==> config.mk <==
export PLATFORM = sky130hd
export DESIGN_NAME = hbc_decode
export DESIGN_NICKNAME = d
export VERILOG_FILES = /design/src/hw/rtl/hbc_pkg.sv /design/src/hw/rtl/hbc_decode.sv
export VERILOG_INCLUDE_DIRS = /design/src /design/src/hw/rtl
export SDC_FILE = /design/constraint.sdc
export NUM_CORES = 1
export LEC_CHECK = 0
export BUFFER_PORTS_ARGS = -buffer_cell sky130_fd_sc_hd__buf_2
export CAP_MARGIN = 10
export CORE_UTILIZATION = 52
export CTS_CLUSTER_DIAMETER = 150
export DETAILED_ROUTE_END_ITERATION = 8
export PLACE_DENSITY = 0.81
export SLEW_MARGIN = 20
export SYNTH_ARGS = -nofsm -noshare
export SYNTH_HDL_FRONTEND = slang
export SYNTH_SLANG_ARGS = --single-unit
==> constraint.sdc <==
create_clock -name clk -period 7.84 [get_ports clk]
set_clock_uncertainty 0.1 [all_clocks]
set_input_delay 0.784 -clock clk [delete_from_list [all_inputs] [get_ports clk]]
set_output_delay 0.784 -clock clk [all_outputs]
set_load 0.03 [all_outputs]
==> src/hw/rtl/hangul_bigram_counter_macros.svh <==
// Assertion macros shared by the hangul_bigram_counter RTL.
// Expects clk and rst_n in the scope of every use.
`ifndef HANGUL_BIGRAM_COUNTER_MACROS_SVH
`define HANGUL_BIGRAM_COUNTER_MACROS_SVH

// Same-cycle implication, off while reset is held.
`define HBC_ASSERT_NOW(label, ante, cons, msg) \
  label: assert property (@(posedge clk) disable iff (!rst_n) (ante) |-> (cons)) else $error(msg);

// Next-cycle implication, off while reset is held.
`define HBC_ASSERT_NEXT(label, ante, cons, msg) \
  label: assert property (@(posedge clk) disable iff (!rst_n) (ante) |=> (cons)) else $error(msg);

`endif

==> src/hw/rtl/hbc_pkg.sv <==
// Shared types and constants for the Hangul bigram counter.
// No dependencies; used by every RTL module of the block except hbc_ram.
package hbc_pkg;

  localparam logic [15:0] SYL_BASE   = 16'hAC00;
  localparam logic [15:0] SYL_LAST   = 16'hD7A3;
  localparam logic [15:0] MARK_BEGIN = 16'h0002;
  localparam logic [15:0] MARK_END   = 16'h0001;

  // row index 0 is the begin marker, 1.. are syllables + 1
  localparam int ROW_DEPTH = 32'hD7A3 - 32'hAC00 + 2;
  localparam int SYM_W     = 14;
  localparam int CP_W      = 21;
  localparam int KEY_W     = 27;
  localparam int HASH_W    = 32;
  localparam logic [HASH_W-1:0] HASH_MUL = 32'd2654435761;

  // UTF-8 lead byte classes
  localparam logic [7:0] CONT_MASK  = 8'h3F;
  localparam logic [7:0] LEAD2_MASK = 8'hE0;
  localparam logic [7:0] LEAD2      = 8'hC0;
  localparam logic [7:0] LEAD3_MASK = 8'hF0;
  localparam logic [7:0] LEAD3      = 8'hE0;
  localparam logic [7:0] LEAD4_MASK = 8'hF8;
  localparam logic [7:0] LEAD4      = 8'hF0;

  typedef struct packed {
    logic [SYM_W-1:0] fi;    // 0 = begin marker
    logic [SYM_W-1:0] ti;    // 0 = end marker
    logic             last;  // final pair of this byte
  } pair_req_t;

  typedef struct packed {
    logic [15:0] from_code;
    logic [15:0] to_code;
    logic [31:0] pair_count;
    logic [31:0] row_total;
    logic        store_full;
    logic        last_of_run;
  } result_t;

endpackage

==> src/hw/rtl/hbc_decode.sv <==
// UTF-8 byte decoder and word tracker; queues up to two pair requests per byte.
// Depends on hbc_pkg and the assertion macro header.
`include "hangul_bigram_counter_macros.svh"

module hbc_decode (
  input  logic               clk,
  input  logic               rst_n,
  input  logic               enable,
  input  logic               in_valid,
  output logic               in_ready,
  input  logic [7:0]         text_byte,
  input  logic               end_of_text,
  output logic               req_valid,
  output hbc_pkg::pair_req_t req,
  input  logic               req_ready
);
  import hbc_pkg::*;

  logic [1:0]       pending_r, pending_nxt;
  logic [CP_W-1:0]  acc_r, acc_nxt;
  logic             prev_valid_r, prev_valid_nxt;
  logic [SYM_W-1:0] prev_syl_r, prev_syl_nxt;
  logic [1:0]       jcnt_r, jcnt_nxt;
  pair_req_t        job0_r, job1_r, p0, p1;

  logic             sym_v, hangul, accept;
  logic [CP_W-1:0]  cp, acc_sh;
  logic [SYM_W-1:0] off;
  logic [1:0]       n;
  logic [7:0]       cont;

  assign accept = in_valid && in_ready;
  assign cont   = text_byte & CONT_MASK;
  assign acc_sh = {acc_r[CP_W-7:0], cont[5:0]};

  always_comb begin
    pending_nxt    = pending_r;
    acc_nxt        = acc_r;
    prev_valid_nxt = prev_valid_r;
    prev_syl_nxt   = prev_syl_r;
    sym_v          = 1'b0;
    cp             = '0;
    p0             = '0;
    p1             = '0;
    n              = 2'd0;

    // byte decode
    if (pending_r != 2'd0) begin
      acc_nxt     = acc_sh;
      pending_nxt = pending_r - 2'd1;
      if (pending_r == 2'd1) begin
        sym_v = 1'b1;
        cp    = acc_sh;
      end
    end else if (!text_byte[7]) begin
      sym_v = 1'b1;
      cp    = CP_W'(text_byte);
    end else if ((text_byte & LEAD2_MASK) == LEAD2) begin
      acc_nxt     = CP_W'(text_byte & ~LEAD2_MASK);
      pending_nxt = 2'd1;
    end else if ((text_byte & LEAD3_MASK) == LEAD3) begin
      acc_nxt     = CP_W'(text_byte & ~LEAD3_MASK);
      pending_nxt = 2'd2;
    end else if ((text_byte & LEAD4_MASK) == LEAD4) begin
      acc_nxt     = CP_W'(text_byte & ~LEAD4_MASK);
      pending_nxt = 2'd3;
    end else begin
      // stray continuation or bad lead: a non-Hangul symbol
      sym_v = 1'b1;
      cp    = '1;
    end

    hangul = (cp >= CP_W'(SYL_BASE)) && (cp <= CP_W'(SYL_LAST));
    off    = SYM_W'(cp - CP_W'(SYL_BASE));

    // word tracking
    if (sym_v) begin
      if (hangul) begin
        p0.fi          = prev_valid_r ? prev_syl_r + SYM_W'(1) : '0;
        p0.ti          = off + SYM_W'(1);
        n              = 2'd1;
        prev_syl_nxt   = off;
        prev_valid_nxt = 1'b1;
      end else begin
        if (prev_valid_r) begin
          p0.fi = prev_syl_r + SYM_W'(1);
          p0.ti = '0;
          n     = 2'd1;
        end
        prev_valid_nxt = 1'b0;
      end
    end

    if (end_of_text) begin
      pending_nxt = 2'd0;
      acc_nxt     = '0;
      if (prev_valid_nxt) begin
        if (n == 2'd0) begin
          p0.fi = prev_syl_nxt + SYM_W'(1);
          p0.ti = '0;
        end else begin
          p1.fi = prev_syl_nxt + SYM_W'(1);
          p1.ti = '0;
        end
        n = n + 2'd1;
      end
      prev_valid_nxt = 1'b0;
    end

    p0.last = (n == 2'd1);
    p1.last = (n == 2'd2);
  end

  // pair queue: loaded on accept, drained one pair per engine take
  always_comb begin
    jcnt_nxt = jcnt_r;
    if (accept) begin
      jcnt_nxt = n;
    end else if (req_valid && req_ready) begin
      jcnt_nxt = jcnt_r - 2'd1;
    end
  end

  always_ff @(posedge clk) begin
    if (!rst_n) begin
      pending_r    <= '0;
      acc_r        <= '0;
      prev_valid_r <= 1'b0;
      prev_syl_r   <= '0;
      jcnt_r       <= '0;
    end else begin
      jcnt_r <= jcnt_nxt;
      if (accept) begin
        pending_r    <= pending_nxt;
        acc_r        <= acc_nxt;
        prev_valid_r <= prev_valid_nxt;
        prev_syl_r   <= prev_syl_nxt;
      end
    end
  end

  always_ff @(posedge clk) begin
    if (accept) begin
      job0_r <= p0;
      job1_r <= p1;
    end else if (req_valid && req_ready) begin
      job0_r <= job1_r;
    end
  end

  assign in_ready  = enable && (jcnt_r == 2'd0);
  assign req_valid = (jcnt_r != 2'd0);
  assign req       = job0_r;

  `HBC_ASSERT_NEXT(a_eot_flush, accept && end_of_text, pending_r == 2'd0 && !prev_valid_r, "end of text left decoder state open")
  `HBC_ASSERT_NOW(a_no_overlap, in_ready, !req_valid, "byte accepted while pairs still queued")
  `HBC_ASSERT_NEXT(a_mid_seq_quiet, accept && !end_of_text && pending_r == 2'd2, !req_valid, "pair issued inside a multibyte sequence")

endmodule

==> run_results.csv, run 1 <==
group,metric,value,unit
place,dp_hpwl,7832,um
clock_network,post_cts.repair.setup_buffers,0,
clock_network,clkSinkCount,78,
setup_path,crit_slowest_cell,"nor2b_1",
power_and_ir_drop,internal_power,0.0006536,W
setup_path,cp.arrival,5.21,ns
timing,post-route-worst-setup-slack,2.620,ns
layout,design_area,4891,sq um
yosys,yosysSeqAreaShare,44.81,%
worst_hold_path,hold_class,"reg2reg",
clock_network,clk_path_buf_depth,2,
power_and_ir_drop,switching_power,0.0003376,W
timing,min_period,5.220,ns
global_route,overflow,0,
setup_path,r2r-start,"pending_r[0]",
layout,stdcell_count,640,
yosys,post_synth.cell_area_avg,8.990,sq um
clock_network,cts_resized,0,
route,antenna_left,0,
place,dpl-instance-area,4710,sq um
timing,period_share,66.58,%
setup_path,cpPeakStageDelay,0.66,ns
yosys,muxShareOfSynthArea,2.716,%
timing,hold_viol_final,0,
timing,fmax,191.6,MHz
setup_path,worst_setup_path_end_kind,"register",
timing,setup_tns,0,ns
die,rows,33,
yosys,synth-simple-area-share,22.99,%
clock_network,numCtsBuffers,9,
run_status,status,"complete, no violations",
power_and_ir_drop,p_comb_share,22.2,%
setup_path,crit_fanout,13,
place,dp_slack,2.382,ns
run,maxCapViolations,0,
yosys,synth_top_family_by_area,"simple AND/OR/NAND/NOR gates",
setup_path,crit_cells,19,
route,vias,3831,
yosys,synth-adder-area-share,2.520,%
yosys,ys.flop_type,"edfxtp_1",
route,drc,0,
yosys,yosysMostFrequentCell,"nor2_1",
worst_hold_path,min_path_cells,2,
layout,layout.nets,553,
layout,post_route_cells_drive_above_1_share,14.58,%
layout,diodes,0,
power_and_ir_drop,cellLeakagePower,1.851,nW
yosys,synth_commonest_cells,"nor2_1 (75), nand2_1 (72), edfxtp_1 (44), a21oi_1 (35), dfxtp_1 (34)",
setup_path,required,7.83,ns
die,fp.coreArea,8258,sq um
yosys,synth_nets,520,
die,die_w,94.70,um
timing,setup_viol,0,
route,drt-wirelength-per-cell,17.00,um
route,dr.pass1.iters,5,
global_route,grt_pass1_vias,3553,
yosys,synth_top_area_share,29.57,%
route,wirelength,10880,um
timing,relSlewSlack,31.15,%
yosys,synth_largest_area_cell,"edfxtp_1",
timing,slew_violations,0,
clock_network,clk_pin_slew_worst_paths,0.09,ns
setup_path,crit_path_start,"text_byte[7]",
power_and_ir_drop,irDropWorstVdd,0.07617,mV
die,die-area,8967,sq um
global_route,antenna_found_initial,0,
clock_network,insertion_delay,0.36,ns
setup_path,crit_chain,"buf_2 -> nor2b_1 -> a31o_2 -> nor2_1 -> ha_1 -> and3_1 -> and3_1 -> and4_1 -> a32o_1 -> o21ai_2 -> nand2_1 -> o21ai_0 -> ha_1 -> and3_1 -> nand3_1 -> nor2_1 -> xor2_1 -> mux2i_1 -> nor2_1",
setup_path,crit_buf_inv,1,
place,gp_congestion,0.9208,
die,start_util,54.11,%
clock_network,cts_tree,"done",
yosys,synth_cell_types,69,
yosys,synthCells,497,
place,io_buffers,44,
layout,syn2layout_area_growth,9.465,%
timing,worst-slew-pin-transition,1.026,ns
yosys,ys_ff_latch,78,
power_and_ir_drop,clkPwrFrac,28.7,%
yosys,yosys-top-cells-area,"edfxtp_1 (30%), dfxtp_1 (15%), nor2_1 (6.3%)",
yosys,synth_compound_area_share,17.33,%
route,viasPerCell,5.986,
yosys,synth-xor-area-share,5.489,%
place,dp_cells,624,
yosys,async_flop_share,0,%
die,ios,45,
worst_hold_path,min-delay-start,"acc_r[11]",
clock_network,clockRootBuffer,"clkbuf_8",
setup_path,ff2ff_path_depth,18,
timing,rsz0062_at_grt,"false",
clock_network,holdBufCountCts,0,
yosys,synth_edf_count,44,
die,die_h,94.70,um
route,drt_iter0_drc,197,
global_route,grt_pass1_wl,17670,um
power_and_ir_drop,seqPwrFrac,49.1,%
setup_path,cp-start-kind,"primary input",
yosys,synth_warnings,0,
global_route,grt_max_degree,36,
setup_path,cpLargestDelayFamily,"simple AND/OR/NAND/NOR gates",
power_and_ir_drop,fin_total_pwr,0.0009913,W
global_route,track_usage,25.92,%
yosys,syn_area,4468,sq um
clock_network,h-tree-depth,3,
power_and_ir_drop,power_density,202.7,nW/um^2
power_and_ir_drop,swShare,34.06,%
setup_path,critPathKind,"in2reg",
==> sequential cells by signal (all words and copies together), names as in the netlist <==
name,cells
req,29
prev_valid_r,1
prev_syl_r,14
job1_r,15
jcnt_r,2
pending_r,2
acc_r,15
==> layer usage <==
metal	vias up	part of all wire (%)	track usage, %
li1	1857	-	-
met1	1824	44	33.69
met2	137	48	42.33
met3	13	5.8	5.636
met4	0	1.7	9.343
met5	-	0	0
==> final timing paths <==
check                             endpoint  slack, ns
worst min-delay path             acc_r[11]       0.36
worst max register to register  job1_r[23]       2.64
worst min register to register   acc_r[11]       0.36
worst max-delay path            job1_r[23]       2.62
==> worst min-delay path, delay by kind of cell (launching register included) <==
family,cells,cell delay (ns)
DFF,1,0.32
and+or+nand+nor,1,0.05
AOI/OAI and AO/OA,1,0.05
==> cell usage in the layout, fill, tap and decap left out, drive strengths merged, types with 16 or more instances in the layout <==
| master | Yosys | layout |
|---|---|---|
| nand3 | 25 | 25 |
| a21oi | 35 | 35 |
| dfxtp | 34 | 34 |
| inv | 13 | 16 |
| edfxtp | 44 | 44 |
| buf | 14 | 47 |
| o21ai | 19 | 19 |
| nand2 | 72 | 72 |
| nor2 | 75 | 75 |
| xnor2 | 18 | 18 |
==> per-stage QoR <==
stage / hold slack [ns] / util, %
6_report: 0.3570 / 59.23
5_1_grt: 0.3786 / 59.23
4_1_cts: 0.3577 / 59.20
3_5_place_dp: 0.3471 / 57.03
3_3_place_gp: 0.3383 / 57.03
2_1_floorplan: 0.3316 / -
==> cell families (layout without fill, tap and decap cells) <==
logic type,after synthesis,after routing
mux,12,12
compound gates,110,110
xor+xnor,28,28
buf+inv,39,77
flops,78,78
fa+ha+maj,9,9
simple gates,221,221
==> layout make-up <==
type / count / area [sq um]
timing repair buffer: 47 / 242.7
clock inverter: 7 / 55.05
multi-input combinational: 380 / 2283
clock buffer: 9 / 123.9
sequential: 78 / 2002
inverter: 14 / 52.55
tap: 105 / 131.4
fill: 761 / 3367
==> power by group through the flow <==
stage,sequential (W),combinational [W],clock [W]
finish,0.000486,0.000220,0.000285
global route,0.000490,0.000239,0.000302
CTS,0.000487,0.000219,0.000288
detailed placement,0.000497,0.000218,0
global placement,0.000495,0.000215,0
floorplan,0.000541,0.000116,0
(Power assumes the default switching activity.)
==> inputs of run 2 (changes only) <==
--- a/config.mk
+++ b/config.mk
@@ -6,12 +6,13 @@
 export SDC_FILE = /design/constraint.sdc
 export NUM_CORES = 1
 export LEC_CHECK = 0
+export ABC_AREA = 1
 export BUFFER_PORTS_ARGS = -buffer_cell sky130_fd_sc_hd__buf_2
 export CAP_MARGIN = 10
 export CORE_UTILIZATION = 52
 export CTS_CLUSTER_DIAMETER = 150
 export DETAILED_ROUTE_END_ITERATION = 8
-export PLACE_DENSITY = 0.81
+export PLACE_DENSITY = 0.8
 export SLEW_MARGIN = 20
 export SYNTH_ARGS = -nofsm -noshare
 export SYNTH_HDL_FRONTEND = slang
==> constraint.sdc (replaced) <==
create_clock -name clk -period 5.4 [get_ports clk]
set_clock_uncertainty 0.1 [all_clocks]
set_input_delay 0.54 -clock clk [delete_from_list [all_inputs] [get_ports clk]]
set_output_delay 0.54 -clock clk [all_outputs]
set_load 0.03 [all_outputs]
==> run_results.csv, run 2 <==
group,metric,value,unit
setup_path,critPathKind,"reg2reg",
yosys,synth_top_family_by_area,"simple AND/OR/NAND/NOR gates",
timing,fmax,255.1,MHz
layout,largest_reg_flops,29,
yosys,synth_top_area_share,27.75,%
yosys,yosysSeqAreaShare,42.04,%
place,dpl-instance-area,5047,sq um
timing,slew_violations,0,
global_route,overflow,0,
layout,fillers,814,
yosys,muxShareOfSynthArea,0,%
setup_path,cp-start-kind,"register",
power_and_ir_drop,switching_power,0.0005364,W
power_and_ir_drop,irDropWorstVdd,0.1475,mV
route,dr.pass1.iters,9,
setup_path,cp.arrival,4.02,ns
setup_path,required,5.50,ns
timing,relSlewSlack,30.59,%
route,vias,4427,
yosys,synth-xor-area-share,2.759,%
timing,period_share,72.60,%
yosys,ys_ff_latch,78,
global_route,grt_pass1_wl,19710,um
layout,final_common_cell,"nand2_1",
clock_network,clockRootBuffer,"clkbuf_8",
timing,rsz0062_at_grt,"false",
place,io_buffers,44,
yosys,async_flop_share,0,%
layout,diodes,0,
yosys,yosysMostFrequentCell,"nand2_1",
yosys,synth_compound_area_share,14.27,%
power_and_ir_drop,power_density,302.0,nW/um^2
layout,design_area,5260,sq um
clock_network,numCtsBuffers,9,
die,rows,34,
timing,worst-slew-pin-transition,1.040,ns
worst_hold_path,hold_class,"in2reg",
place,dp_slack,1.274,ns
yosys,synth_cell_types,41,
setup_path,crit_fanout,24,
yosys,synth-simple-area-share,28.98,%
route,viasPerCell,5.604,
timing,hold_viol_final,0,
setup_path,crit_slowest_cell,"o21ai_2",
global_route,grt_pass1_vias,4026,
power_and_ir_drop,internal_power,0.001052,W
place,dp_hpwl,9066,um
route,drt-wirelength-per-cell,15.43,um
timing,min_period,3.920,ns
layout,syn2layout_area_growth,10.46,%
yosys,post_synth.cell_area_avg,7.476,sq um
yosys,synth-adder-area-share,2.365,%
setup_path,cpPeakStageDelay,0.43,ns
clock_network,insertion_delay,0.36,ns
run,maxCapViolations,0,
power_and_ir_drop,clkPwrFrac,30.9,%
die,ios,45,
yosys,syn_area,4762,sq um
yosys,ys.flop_type,"edfxtp_1",
die,die_w,97.70,um
yosys,synth_nets,660,
timing,setup_tns,0,ns
yosys,synth_edf_count,44,
clock_network,cts_resized,0,
clock_network,clk_pin_slew_worst_paths,0.09,ns
yosys,yosys-top-cells-area,"edfxtp_1 (28%), dfxtp_1 (14%), nand2_1 (10%)",
clock_network,clk_path_buf_depth,2,
run_status,violations,"DRC",
route,drt_iter0_drc,431,
yosys,synth_warnings,0,
place,gp_congestion,1.029,
die,die_h,97.70,um
clock_network,post_cts.repair.setup_buffers,0,
power_and_ir_drop,cellLeakagePower,2.237,nW
layout,layout_common_cells,"nand2_1 (131), inv_1 (89), nor2_1 (66)",
yosys,synth_commonest_cells,"nand2_1 (131), inv_1 (89), nor2_1 (66), a21oi_1 (48), nand3_1 (45)",
setup_path,crit_chain,"nor2_4 -> nand3_4 -> o21ai_1 -> ha_1 -> nand4_1 -> o21ai_2 -> nand2_4 -> o21ai_2 -> ha_1 -> nand3_2 -> nor3_4 -> nand3_1 -> nand2_1 -> nand3_1 -> a21oi_1",
run_status,status,"finished, violations left",
clock_network,h-tree-depth,3,
route,antenna_left,0,
global_route,antenna_found_initial,0,
die,fp.coreArea,8806,sq um
layout,layout.nets,700,
timing,setup_viol,0,
clock_network,cts_tree,"done",
die,die-area,9544,sq um
die,start_util,54.08,%
route,wirelength,12190,um
setup_path,worst_setup_path_end_kind,"register",
global_route,track_usage,26.30,%
power_and_ir_drop,p_comb_share,24.5,%
global_route,grt_max_degree,55,
clock_network,clkSinkCount,78,
yosys,synthCells,637,
timing,post-route-worst-setup-slack,1.480,ns
clock_network,holdBufCountCts,0,
route,drc,10,
layout,post_route_cells_drive_above_1_share,15.25,%
power_and_ir_drop,seqPwrFrac,44.6,%
power_and_ir_drop,swShare,33.76,%
yosys,synth_largest_area_cell,"edfxtp_1",
==> run 2: cell type report <==
cell class	instances	area, sq um	share of cell area, %
Multi-Input combinational cell	444	2303	43.79
Tap cell	108	135.1	2.569
Inverter	97	364.1	6.922
Clock inverter	5	81.33	1.546
Sequential cell	78	2002	38.06
Timing Repair Buffer	47	242.7	4.615
Clock buffer	11	131.4	2.498
==> run 2: metrics by stage <==
stage	power, W	utilization, %	hold WS [ns]	instances
global route	0.001646	59.73	0.3567	790
CTS	0.001584	59.73	0.3415	790
finish	0.001589	59.73	0.3440	790
floorplan	0.001002	-	0.3453	637
detailed placement	0.001105	57.32	0.3558	774
global placement	0.001099	57.32	0.3527	774
==> run 2: power by group through the flow <==
stage          logic [W]  registers (W)  clock network, W
2_1_floorplan   0.000223       0.000779                 0
3_3_place_gp    0.000378       0.000721                 0
3_5_place_dp    0.000382       0.000723                 0
4_1_cts         0.000385       0.000709          0.000490
5_1_grt         0.000423       0.000714          0.000509
6_report        0.000389       0.000709          0.000491
==> run 2: worst paths after layout <==
path	to	cells past startpoint	slack (ns)	start
worst min-delay path	acc_r[0]	3	0.34	text_byte[0]
worst max register to register	req[27]	15	1.48	pending_r[1]
worst max-delay path	req[27]	15	1.48	pending_r[1]
worst min register to register	acc_r[9]	2	0.37	acc_r[9]
==> run 2: kinds of logic after synthesis <==
kind of cell               Yosys count
buffers and inverters              115
xor gates and xnor gates            15
AOI/OAI and AO/OA                  120
adders and majority gates            9
DFF                                 78
and+or+nand+nor                    300
==> run 2: metal layers <==
layer  GRT usage, %  wire length (um)  part of all wire [%]  vias to the layer above
met4          8.625               224                   1.8                        0
met2          40.92              5475                    45                      175
met3          4.676               881                   7.2                       18
met5              0                 0                     0                        -
li1               -                 -                     -                     2175
met1          37.04              5611                    46                     2059
==> run 2: worst max-delay path, delay by kind of cell (launching register included) <==
family | cells | cell delay [ns]
simple gates | 9 | 1.56
flops | 1 | 0.41
fa+ha+maj | 2 | 0.51
compound gates | 4 | 1.15
==> inputs of run 3 (changes only) <==
--- a/config.mk
+++ b/config.mk
@@ -6,13 +6,13 @@
 export SDC_FILE = /design/constraint.sdc
 export NUM_CORES = 1
 export LEC_CHECK = 0
-export ABC_AREA = 1
+export ABC_AREA = 0
 export BUFFER_PORTS_ARGS = -buffer_cell sky130_fd_sc_hd__buf_2
 export CAP_MARGIN = 10
 export CORE_UTILIZATION = 52
 export CTS_CLUSTER_DIAMETER = 150
 export DETAILED_ROUTE_END_ITERATION = 8
-export PLACE_DENSITY = 0.8
+export PLACE_DENSITY = 0.81
 export SLEW_MARGIN = 20
 export SYNTH_ARGS = -nofsm -noshare
 export SYNTH_HDL_FRONTEND = slang
==> constraint.sdc (replaced) <==
create_clock -name clk -period 3.8 [get_ports clk]
set_clock_uncertainty 0.1 [all_clocks]
set_input_delay 0.38 -clock clk [delete_from_list [all_inputs] [get_ports clk]]
set_output_delay 0.38 -clock clk [all_outputs]
set_load 0.03 [all_outputs]
==> run_results.csv, run 3 (synthesis results as in run 1) <==
group,metric,value,unit
run_status,status,"complete, no violations",
die,fp.coreArea,8258,sq um
layout,final_common_cell,"nor2_1",
clock_network,h-tree-depth,3,
layout,largest_reg_flops,29,
power_and_ir_drop,switching_power,0.0007139,W
global_route,grt_pass1_vias,3782,
layout,utilization,64.03,%
route,dr.pass1.iters,6,
route,viasPerCell,5.957,
setup_path,crit_chain,"buf_12 -> a211oi_4 -> a21o_1 -> inv_1 -> ha_1 -> and3_1 -> and3_1 -> and4_1 -> a32o_2 -> o21ai_4 -> nand2_1 -> o21ai_1 -> ha_2 -> and3_4 -> nand3_4 -> nor2_4 -> xor2_1 -> mux2i_1 -> o21ai_1",
power_and_ir_drop,irDropWorstVdd,0.2238,mV
clock_network,clkSinkCount,78,
global_route,track_usage,27.09,%
clock_network,clk_pin_slew_worst_paths,0.09,ns
clock_network,clockRootBuffer,"clkbuf_8",
setup_path,required,3.82,ns
setup_path,worst_setup_path_end_kind,"register",
clock_network,numCtsBuffers,9,
place,dp_hpwl,8320,um
global_route,grt_pass1_wl,18360,um
setup_path,cpPeakStageDelay,0.38,ns
power_and_ir_drop,clkPwrFrac,30.3,%
global_route,grt_max_degree,35,
layout,layout.nets,587,
timing,rsz0062_at_grt,"false",
setup_path,crit_buf_inv,2,
clock_network,clk_path_buf_depth,2,
layout,layout_common_cells,"nor2_1 (73), nand2_1 (71), buf_2 (44), edfxtp_1 (44), buf_4 (35)",
timing,hold_viol_final,0,
route,wirelength,11400,um
die,rows,33,
global_route,overflow,0,
run,maxCapViolations,0,
timing,holdWs,0.1919,ns
route,vias,4015,
route,drt-wirelength-per-cell,16.92,um
clock_network,insertion_delay,0.36,ns
die,ios,45,
timing,worst-slew-pin-transition,1.045,ns
setup_path,cp-start-kind,"register",
setup_path,cpLargestDelayFamily,"compound AO/OA/AOI/OAI gates",
layout,diodes,0,
timing,slew_violations,0,
timing,period_share,95.93,%
clock_network,holdBufCountCts,0,
power_and_ir_drop,p_comb_share,23.3,%
timing,setup_viol,0,
setup_path,crit_slowest_cell,"dfxtp_4",
global_route,antenna_found_initial,0,
route,drc,0,
worst_hold_path,hold_class,"in2reg",
power_and_ir_drop,cellLeakagePower,2.048,nW
setup_path,rrSetupSlack,0.15,ns
setup_path,critPathKind,"reg2reg",
power_and_ir_drop,power_density,408.7,nW/um^2
timing,fmax,274.3,MHz
route,drt_iter0_drc,226,
place,io_buffers,44,
die,start_util,54.11,%
timing,relSlewSlack,29.86,%
die,die_w,94.70,um
power_and_ir_drop,seqPwrFrac,46.4,%
layout,syn2layout_area_growth,18.34,%
setup_path,crit_fanout,6,
die,die-area,8967,sq um
place,gp_congestion,1.018,
route,antenna_left,0,
power_and_ir_drop,swShare,33.04,%
power_and_ir_drop,internal_power,0.001447,W
die,die_h,94.70,um
timing,min_period,3.645,ns
setup_path,cp.arrival,3.66,ns
clock_network,cts_tree,"done",
layout,post_route_cells_drive_above_1_share,22.50,%
[run 3: power groups by stage]
stage	combinational [W]	clock, W	sequential (W)
3_3_place_gp	0.000480	0	0.00102
5_1_grt	0.000545	0.000693	0.00101
6_report	0.000504	0.000655	0.00100
3_5_place_dp	0.000490	0	0.00102
4_1_cts	0.000493	0.000660	0.00100
2_1_floorplan	0.000248	0	0.00112
[run 3: final timing paths]
| kind | start | cells past startpoint | end |
|---|---|---|---|
| setup reg to reg | pending_r[1] | 19 | req[23] |
| setup / recovery | pending_r[1] | 19 | req[23] |
| hold / removal | rst_n | 2 | jcnt_r[0] |
| hold reg to reg | acc_r[14] | 2 | acc_r[14] |
[run 3: cell type report]
cell class	instances	area [sq um]
fill	723	2970
multi-input combinational	380	2380
sequential	78	2006
timing repair buffer	81	514.2
tap	105	131.4
clock buffer	9	123.9
clock inverter	7	80.08
inverter	14	52.55
[run 3: metrics by stage]
step / setup TNS, ns / area, sq um / total power, W / std cells / setup slack [ns]
floorplan: 0 / 4566 / 0.001365 / 497 / 0.005151
global placement: 0 / 4999 / 0.001501 / 652 / 0.09072
detailed placement: -0.07000 / 4999 / 0.001513 / 652 / -0.04221
CTS: 0 / 5202 / 0.002157 / 668 / 0.07050
global route: 0 / 5288 / 0.002247 / 674 / 0.01412
finish: 0 / 5288 / 0.002161 / 674 / 0.1547
[run 3: per-layer routing]
layer / global-route usage, % / up-vias / wire length (um)
li1: - / 1925 / -
met1: 33.50 / 1879 / 4664
met2: 44.12 / 173 / 5492
met3: 6.602 / 38 / 773
met4: 13.26 / 0 / 472
met5: 0 / - / 0
[run 3: repair_timing]
action | 4_1_cts | 5_1_grt
endpoints found under the setup margin | 0 | 6
resized for setup | 0 | 10
setup buffers | 0 | 6
